## src/hdl/ute_pkg.sv

```systemverilog
`default_nettype none

package ute_pkg;

  // result status codes
  localparam logic [1:0] ST_OK      = 2'd0;
  localparam logic [1:0] ST_INVALID = 2'd1;
  localparam logic [1:0] ST_RANGE   = 2'd2;

  localparam logic [15:0] FIRST_YEAR   = 16'd1970;
  localparam logic [15:0] LAST_YEAR    = 16'd2037;
  localparam logic [19:0] MICROS_MAX   = 20'd999999;
  localparam logic [4:0]  HOUR_MAX     = 5'd23;
  localparam logic [5:0]  MINUTE_MAX   = 6'd59;
  localparam logic [5:0]  SECOND_MAX   = 6'd59;
  localparam logic [16:0] SEC_PER_DAY  = 17'd86400;
  localparam logic [16:0] SEC_PER_HOUR = 17'd3600;
  localparam logic [16:0] SEC_PER_MIN  = 17'd60;
  localparam logic [14:0] DAYS_PER_YEAR = 15'd365;

  // 25 * INV25 == 1 mod 2**16: x is a multiple of 25 exactly when
  // x * INV25 mod 2**16 <= floor((2**16 - 1) / 25)
  localparam logic [15:0] INV25       = 16'd23593;
  localparam logic [15:0] DIV25_LIMIT = 16'd2621;

  localparam int DAYS_W = 15;  // days since 1970 up to 2037-12-31
  localparam int TOD_W  = 17;  // seconds of day
  localparam int EPOCH_W = 31;

  typedef logic [DAYS_W-1:0] days_t;
  typedef logic [TOD_W-1:0]  tod_t;

  // date stage result handed to the multiply stage
  typedef struct packed {
    logic       valid;
    logic [1:0] status;
    days_t      days;
    tod_t       tod;
  } date_word_t;

  // length of month in a common year, 0 for a month code that means nothing
  function automatic logic [4:0] month_len(input logic [3:0] m);
    logic [4:0] len;
    len = 5'd0;
    unique case (m)
      4'd1, 4'd3, 4'd5, 4'd7, 4'd8, 4'd10, 4'd12: len = 5'd31;
      4'd4, 4'd6, 4'd9, 4'd11:                    len = 5'd30;
      4'd2:                                       len = 5'd28;
      default:                                    len = 5'd0;
    endcase
    return len;
  endfunction

  // days before the first of month m in a common year
  function automatic logic [8:0] days_before_month(input logic [3:0] m);
    logic [8:0] d;
    d = 9'd0;
    unique case (m)
      4'd2:    d = 9'd31;
      4'd3:    d = 9'd59;
      4'd4:    d = 9'd90;
      4'd5:    d = 9'd120;
      4'd6:    d = 9'd151;
      4'd7:    d = 9'd181;
      4'd8:    d = 9'd212;
      4'd9:    d = 9'd243;
      4'd10:   d = 9'd273;
      4'd11:   d = 9'd304;
      4'd12:   d = 9'd334;
      default: d = 9'd0;
    endcase
    return d;
  endfunction

endpackage

`default_nettype wire

```

## src/hdl/ute_date_stage.sv

```systemverilog
`default_nettype none

module ute_date_stage
  import ute_pkg::*;
(
  input  wire logic        clk,
  input  wire logic        rst,
  input  wire logic        in_valid,
  input  wire logic [15:0] year,
  input  wire logic [3:0]  month,
  input  wire logic [4:0]  day,
  input  wire logic [4:0]  hour,
  input  wire logic [5:0]  minute,
  input  wire logic [5:0]  sec_field,
  input  wire logic [19:0] micros,
  output date_word_t       date_word
);

  // stage a: field limits, divisibility by 25, time of day
  logic       a_valid;
  logic [3:0] a_year_lo;
  logic       a_div25;
  logic       a_basic_ok;
  logic       a_in_range;
  logic [6:0] a_yoff;
  logic [3:0] a_month;
  logic [4:0] a_day;
  tod_t       a_tod;

  logic [31:0] inv_prod;
  logic        basic_ok;
  logic        in_range;
  logic [15:0] yoff_full;
  tod_t        tod;

  assign inv_prod  = {16'd0, year} * {16'd0, INV25};
  assign basic_ok  = (month >= 4'd1) && (month <= 4'd12) && (day != 5'd0)
                     && (hour <= HOUR_MAX) && (minute <= MINUTE_MAX)
                     && (sec_field <= SECOND_MAX) && (micros <= MICROS_MAX);
  assign in_range  = (year >= FIRST_YEAR) && (year <= LAST_YEAR);
  assign yoff_full = year - FIRST_YEAR;
  // cannot wrap: even the largest field values fit in TOD_W bits
  assign tod = TOD_W'({12'd0, hour} * SEC_PER_HOUR)
             + TOD_W'({11'd0, minute} * SEC_PER_MIN)
             + TOD_W'(sec_field);

  always_ff @(posedge clk) begin
    if (rst) begin
      a_valid <= 1'b0;
    end else begin
      a_valid <= in_valid;
    end
    a_year_lo  <= year[3:0];
    a_div25    <= (inv_prod[15:0] <= DIV25_LIMIT);
    a_basic_ok <= basic_ok;
    a_in_range <= in_range;
    a_yoff     <= yoff_full[6:0];
    a_month    <= month;
    a_day      <= day;
    a_tod      <= tod;
  end

  // stage b: leap year, day-of-month check, day count
  logic       leap;
  logic       feb_extra;
  logic       late_extra;
  logic [4:0] mlen;
  logic       fields_ok;
  logic [7:0] leaps_before;
  days_t      days;
  logic [1:0] status;

  assign leap       = (a_year_lo[1:0] == 2'd0) && (!a_div25 || a_year_lo == 4'd0);
  assign feb_extra  = (a_month == 4'd2) && leap;
  assign late_extra = (a_month > 4'd2) && leap;
  assign mlen       = month_len(a_month) + {4'd0, feb_extra};
  assign fields_ok  = a_basic_ok && (a_day <= mlen);
  // leap years from 1970 up to the year before; 2000 is the only century
  assign leaps_before = ({1'b0, a_yoff} + 8'd1) >> 2;
  assign days = DAYS_W'({8'd0, a_yoff} * DAYS_PER_YEAR)
              + DAYS_W'(leaps_before)
              + DAYS_W'(days_before_month(a_month))
              + DAYS_W'(late_extra)
              + DAYS_W'(a_day) - DAYS_W'(1);

  always_comb begin
    priority if (!fields_ok) begin
      status = ST_INVALID;
    end else if (!a_in_range) begin
      status = ST_RANGE;
    end else begin
      status = ST_OK;
    end
  end

  always_ff @(posedge clk) begin
    if (rst) begin
      date_word.valid <= 1'b0;
    end else begin
      date_word.valid <= a_valid;
    end
    date_word.status <= status;
    date_word.days   <= days;
    date_word.tod    <= a_tod;
  end

endmodule

`default_nettype wire

```

## src/hdl/utc_fields_to_epoch_seconds.sv

```systemverilog
`default_nettype none

// channel   | handshake          | ports
// ----------+--------------------+---------------------------------------------
// command   | start & !busy      | year, month, day, hour, minute, sec_field,
//           |                    | micros
// result    | done (one cycle)   | status, epoch_seconds
//
// one word enters per cycle while not in reset; its result shows on done after
// passing the four register stages: field checks and the mod-25 multiply,
// leap and day count, the days * 86400 multiply, and the final add.
// rst is synchronous and clears the stage valid bits; busy is high during
// reset only. the receiver cannot stall, so the pipeline never holds.

module utc_fields_to_epoch_seconds
  import ute_pkg::*;
(
  input  wire logic                clk,
  input  wire logic                rst,
  input  wire logic                start,
  output logic                     busy,
  input  wire logic [15:0]         year,
  input  wire logic [3:0]          month,
  input  wire logic [4:0]          day,
  input  wire logic [4:0]          hour,
  input  wire logic [5:0]          minute,
  input  wire logic [5:0]          sec_field,
  input  wire logic [19:0]         micros,
  output logic                     done,
  output logic [1:0]               status,
  output logic [EPOCH_W-1:0]       epoch_seconds
);

  // nothing backs up, so a word is refused only while in reset
  assign busy = rst;

  date_word_t date_word;

  // stages a and b: field validation, leap year and days since 1970
  ute_date_stage u_date (
    .clk       (clk),
    .rst       (rst),
    .in_valid  (start && !busy),
    .year      (year),
    .month     (month),
    .day       (day),
    .hour      (hour),
    .minute    (minute),
    .sec_field (sec_field),
    .micros    (micros),
    .date_word (date_word)
  );

  // stage c: days to seconds
  logic               c_valid;
  logic [1:0]         c_status;
  logic [EPOCH_W-1:0] c_day_secs;
  tod_t               c_tod;
  logic [31:0]        day_prod;

  // largest in-range day count times 86400 still fits in 31 bits
  assign day_prod = {17'd0, date_word.days} * {15'd0, SEC_PER_DAY};

  always_ff @(posedge clk) begin
    if (rst) begin
      c_valid <= 1'b0;
    end else begin
      c_valid <= date_word.valid;
    end
    c_status   <= date_word.status;
    c_day_secs <= day_prod[EPOCH_W-1:0];
    c_tod      <= date_word.tod;
  end

  // stage d: add time of day; an error word carries zero seconds.
  // for years up to 2037 the sum stays below 2**31, so no overflow path
  logic [EPOCH_W-1:0] epoch_next;

  assign epoch_next = (c_status == ST_OK)
                    ? c_day_secs + EPOCH_W'(c_tod)
                    : '0;

  always_ff @(posedge clk) begin
    if (rst) begin
      done <= 1'b0;
    end else begin
      done <= c_valid;
    end
    status        <= c_status;
    epoch_seconds <= epoch_next;
  end

  // every accepted word comes out as a result on done
  a_latency_fwd: assert property (@(posedge clk) disable iff (rst)
    (start && !busy) |-> ##4 done)
    else $error("accepted word did not produce a result");

  // no result without a word accepted earlier at the pipeline input
  a_latency_back: assert property (@(posedge clk) disable iff (rst)
    done |-> $past(start && !busy, 4))
    else $error("result without a matching command");

  // an error status always carries zero seconds
  a_err_zero: assert property (@(posedge clk) disable iff (rst)
    (done && status != ST_OK) |-> (epoch_seconds == '0))
    else $error("nonzero epoch on error status");

endmodule

`default_nettype wire
```

## config.mk

```make
export PLATFORM = sky130hd
export DESIGN_NAME = utc_fields_to_epoch_seconds
export DESIGN_NICKNAME = d
export VERILOG_FILES = /design/src/hdl/ute_pkg.sv /design/src/hdl/ute_date_stage.sv /design/src/hdl/utc_fields_to_epoch_seconds.sv
export SDC_FILE = /design/constraint.sdc
export NUM_CORES = 1
export LEC_CHECK = 0
export ABC_AREA = 1
export BUFFER_PORTS_ARGS = -buffer_cell sky130_fd_sc_hd__buf_2
export CORE_MARGIN = 2
export CORE_UTILIZATION = 40
export CTS_CLUSTER_SIZE = 10
export DETAILED_ROUTE_END_ITERATION = 8
export PLACE_DENSITY = 0.62
export SYNTH_ARGS = -nofsm -noshare
export SYNTH_HDL_FRONTEND = slang
export SYNTH_HIERARCHICAL = 1
export SYNTH_SLANG_ARGS = --single-unit
```

## constraint.sdc

```tcl
create_clock -name clk -period 4.75 [get_ports clk]
set_input_delay 0.7125 -clock clk [delete_from_list [all_inputs] [get_ports clk]]
set_output_delay 0.7125 -clock clk [all_outputs]
set_load 0.05 [all_outputs]
```

# == After elaboration in Yosys (flattened, before gate mapping) ==
# Memory sizes are Yosys's and may differ from the RTL's. A register that Yosys moved wholly into a read port is not among the register bits.
# Index checks and enable logic that the tools add are counted.
# op_classes
eq_ne,1
mux,1
addsub,11
n_lt_le_gt_ge,11
n_mul,5
bitwise,0
reduce_logical,19
shift,0
div_mod_pow,0
# ops
operator,count
adder 31 x 17 -> 31 bit,1
multiplier 15 x 10 -> 24 bit (second input constant),1
less-or-equal comparator 20 bit (second input constant),1
adder 17 x 12 -> 17 bit,1
adder 17 x 6 -> 17 bit,1
>= comparator 16 x 11 -> 1 bit (second input constant),1
less-or-equal comparator 16 x 11 -> 1 bit (second input constant),1
less-or-equal comparator 16 x 12 -> 1 bit (second input constant),1
multiplier 16 x 15 -> 16 bit (second input constant),1
adder 15 x 1 -> 15 bit,1
adder 15 x 5 -> 15 bit,1
adder 15 x 6 -> 15 bit,1
adder 15 x 9 -> 15 bit,1
multiplier 7 x 9 -> 15 bit (second input constant),1
subtractor 15 x 1 -> 15 bit (second input constant),1
multiplier 5 x 8 -> 13 bit (second input constant),1
less-or-equal comparator 6 bit (second input constant),2
logical AND 1 bit,12
multiplier 6 x 4 -> 10 bit (second input constant),1
adder 7 x 1 -> 8 bit (second input constant),1
subtractor 7 x 6 -> 7 bit (second input constant),1
adder 5 x 1 -> 5 bit,1
less-or-equal comparator 5 bit,1
less-or-equal comparator 5 bit (second input constant),1
10 further kinds,12
# totals
mem_bits_rw,0
latchBits,0
romBits,224
reg_bits,154
word_cells,70
n_memories,2
out_inout_bits,35
# memory_table
name,words,width,read_ports,rd_ports_with_merged_regs,write_ports,line,text
(name not given),16,9,1,1,0,ute_pkg.sv:58,unique case (m)
(name not given),16,5,1,1,0,ute_pkg.sv:45,unique case (m)

# == Longest topological paths before layout ==
# logic_depth
ltp_word,7
depth_mapped,22

# == By module ==
# The synthesis kept the hierarchy.
# by_module_without_submodules
module,cells_each,area_per_inst_um2,instances,seq_area_each_um2
ute_date_stage,895,8220.4,1,1741.7
utc_fields_to_epoch_seconds,773,5748.0,1,1561.5

# == Worst setup path after synthesis ==
# OpenSTA, ideal clock, no wires.
# synth_timing
path_type,register to register
startpoint,reg u_date.a_yoff[1]
endpoint,"reg, netlist name u_date/date_word[27]"
setup_time_ns,0.127
arrival_time_ns,4.330
path_stages_with_launch,18
synth_period_minus_slack_ns,4.457
slack_ns,0.293
path_cell_list,dfxtp_1 -> inv_1 -> nor3_1 -> nand2_1 -> nor2_1 -> ha_1 -> inv_1 -> fa_1 -> fa_1 -> fa_1 -> fa_1 -> inv_1 -> ha_1 -> a21oi_1 -> o21bai_1 -> a21oi_1 -> o21ai_0 -> xor2_1
# synth_via
elab_chain_len,6
# synth_lines
element,line,text
from (decl),ute_date_stage.sv:25,logic [6:0] a_yoff;
from (signal assigned),ute_date_stage.sv:57,a_yoff <= yoff_full[6:0];
multiplier 7 x 9 -> 15 bit or adder 7 x 1 -> 8 bit (tied branches),"ute_date_stage.sv:80, ute_date_stage.sv:79",
adder 15 x 6 -> 15 bit (*),ute_date_stage.sv:81,+ DAYS_W'(leaps_before)
adder 15 x 9 -> 15 bit (*),ute_date_stage.sv:82,+ DAYS_W'(days_before_month(a_month))
adder 15 x 1 -> 15 bit (*),ute_date_stage.sv:83,+ DAYS_W'(late_extra)
adder 15 x 5 -> 15 bit (*),ute_date_stage.sv:84,+ DAYS_W'(a_day) - DAYS_W'(1);
subtractor 15 x 1 -> 15 bit (*),ute_date_stage.sv:84,
net u_date.days[10],ute_date_stage.sv:70,days_t days;
# The timed path passes the listed nets; every way through them passes the cells marked *.
# A chain may end at the register's enable or synchronous reset.

# == Worst setup path after layout ==
# layout_timing
startpoint,reg u_date.a_yoff[0]
endpoint,"reg, netlist name u_date/date_word[28]"
# layout_via
elab_chain_len,6
# layout_lines
element,line
multiplier 7 x 9 -> 15 bit or adder 7 x 1 -> 8 bit (tied branches),"ute_date_stage.sv:80, ute_date_stage.sv:79"
adder 15 x 6 -> 15 bit (*),ute_date_stage.sv:81
adder 15 x 9 -> 15 bit (*),ute_date_stage.sv:82
adder 15 x 1 -> 15 bit (*),ute_date_stage.sv:83
adder 15 x 5 -> 15 bit (*),ute_date_stage.sv:84
subtractor 15 x 1 -> 15 bit (*),ute_date_stage.sv:84
net u_date.days[11],ute_date_stage.sv:70
# Marked as above.

==> qor.yml <==
ys_types: 49
rsz0062_at_grt: "no"
grt_pass1_wl_mm: 48.1
wl_met3_um: 734
maxCapViolations: 0
syn-instance-count: 1668
fillers: 3345
syn_area_um2: 14000
cp_data_required_time_ns: 5.12
fmax_mhz: 222
clkLatencyLatePin_ns: 0.43
num_io_pins: 100
critPathLaunchType: "flip-flop"
crit_family: "adder cells"
cp_slowest_cell: "fa_1"
nets: 2239
async_flop_share_pct: 0
wirelength_mm: 27.1
crit_type: "reg2reg"
met1_length_mm: 13.7
overflow: 0
hold_viol: 0
dr_wl_met2_mm: 12.3
drive_gt1_share_pct: 9.97
final_max_slew_viol_count: 0
port_buffers: 93
synth_edf_count: 0
cts_buffers: 17
critical_path_buf_inv_count: 5
die_h_um: 191
cp_common_cell: "fa_1"
synth_warnings: 6
grt_start_max_net_pins: 21
ys_top_cells_by_area: "ha_1, dfxtp_1, fa_1, inv_1, nand2_1"
max-clock-path-buffers: 2
track_usage_pct: 16.1
setup_viol_count_final: 0
yosysTopAreaCell: "ha_1"
vias_per_cell: 4.62
arrival_ns: 4.88
cp_max_fo: 5
first_pass_iters: 6
min_path_type: "reg2reg"
gp_congestion: 0.881
cts_sinks: 165
slew-limit-headroom_pct: 61.5
crit_chain: "buf_4 > fa_1 > fa_1 > inv_1 > fa_1 > inv_1 > fa_1 > inv_1 > fa_1 > inv_1 > ha_1 > a21oi_2 > o21ai_0 > a21oi_2 > o21ai_0 > xor2_1"
rows: 68
place_hpwl_mm: 23.2
synth_fp_nets: 2114
tns_ns: 0
end_kind: "flip-flop"
start_util_pct: 40.5
synth.most_common_cell: "inv_1"
drt_iter0_drc: 364
min_period_over_period_pct: 94.8
final_util_pct: 45.6
diodes: 0
drtAntennaViolNets: 0
cts_root_buf: "clkbuf_16"
skew_ns: 0.0169
die_w_um: 191
grt_pass1_vias: 10500
cts_hold_buf: 0
outcome: "finished clean"
synth_commonest_cells: "inv_1, nand2_1, ha_1"
synth.top_cell.area_share_pct: 25.4
antenna_found_initial: 0
h-tree-depth: 4
synth.avg_cell_area_um2: 8.37
synthFlopType: "dfxtp_1"
dieArea_um2: 36400
period_minus_slack_ns: 4.50
cts_tree: "done"
top_layer: "met4"
ys_seq_area_share_pct: 23.6
max_stage_delay_ns: 0.52
area.growth.synth_to_final_pct: 12.5
tightestPinTransition_ns: 0.576
core_um2: 34500
vias: 10400
clk_pin_slew_ns: 0.07
drc: 0
routedWlPerCell_um: 12.0
ys_ff_latch: 165
-- registers in the layout (all words and copies together) (netlist names), named ones only --
name               cells
u_date/date_word      35
epoch_seconds         31
c_tod                 17
status                 2
u_date/a_basic_ok      1
u_date/a_valid         1
u_date/a_year_lo       3
c_status               2
u_date/a_month         4
c_valid                1
u_date/a_yoff          7
done                   1
c_day_secs            24
u_date/a_tod          17
u_date/a_div25         1
u_date/a_day           5
u_date/a_in_range      1
-- metal layers --
metal  GRT usage [%]  up-vias
li1                -     5503
met1            22.0     4763
met2            26.7      153
met3            2.37       19
met4            3.55        0
met5               0        -
-- cell families after synthesis --
kind of cell | share of synthesized area (%)
xor gates and xnor gates | 4.70
DFF | 23.6
AOI/OAI and AO/OA | 5.89
and+or+nand+nor | 17.0
buffers and inverters | 9.44
adders and majority gates | 39.3
-- placed cells by master, fill, tap and decap left out, types with 9 or more instances in the layout --
master     instances
inv_1            342
nand2_1          307
ha_1             284
dfxtp_1          164
nor2_1           108
fa_1              97
buf_2             93
nand3_1           71
a21oi_1           70
xor2_1            43
xnor2_1           32
o21ai_0           32
nand4_1           19
buf_4             18
clkbuf_16         17
a21o_1             9
nor3_1             9
nand3b_1           9
-- path summary, 6_finish.rpt --
path              cells after the start              from                    to  slack (ns)
setup / recovery                     16  u_date/a_yoff[0]  u_date/date_word[28]        0.25
hold / removal                        0  u_date/a_tod[10]  u_date/date_word[10]        0.32
setup reg to reg                     16  u_date/a_yoff[0]  u_date/date_word[28]        0.25
hold reg to reg                       0  u_date/a_tod[10]  u_date/date_word[10]        0.32
-- through the flow --
step                      worst slack (ns)  instance area [um2]  cells  hold slack, ns
after floorplan                      0.293                14000   1668           0.310
after global placement              0.0795                15100   2229           0.311
after detailed placement            0.0714                15100   2229           0.312
after CTS                            0.132                15700   2261           0.322
after global routing               0.00699                15700   2261           0.329
final                                0.246                15700   2261           0.323
-- area by class of cell --
cell class / instances / area [um2] / share of cell area [%]
clock inverters: 12 / 120 / 0.764
flip-flops and latches: 165 / 3300 / 21.0
well taps: 455 / 569 / 3.62
multi-input cells: 1153 / 9370 / 59.6
inverters: 345 / 1290 / 8.24
repair buffers: 111 / 601 / 3.82
clock buffers: 20 / 457 / 2.91
-- worst register-to-register path: stages, from the launching register on --
cell	delay [ns]
dfxtp_2	0.34
buf_4	0.14
fa_1	0.50
fa_1	0.52
inv_1	0.06
fa_1	0.47
inv_1	0.05
fa_1	0.52
inv_1	0.05
fa_1	0.52
inv_1	0.04
ha_1	0.38
a21oi_2	0.09
o21ai_0	0.27
a21oi_2	0.08
o21ai_0	0.24
xor2_1	0.16
-- what timing repair did --
action | in CTS | in global routing
resized for setup | 0 | 9
buffers inserted | 0 | 0
setup endpoints to repair | 0 | 6
Power is not shown: default switching activity piles up to over one toggle a cycle in this logic, so the estimate is an artifact.
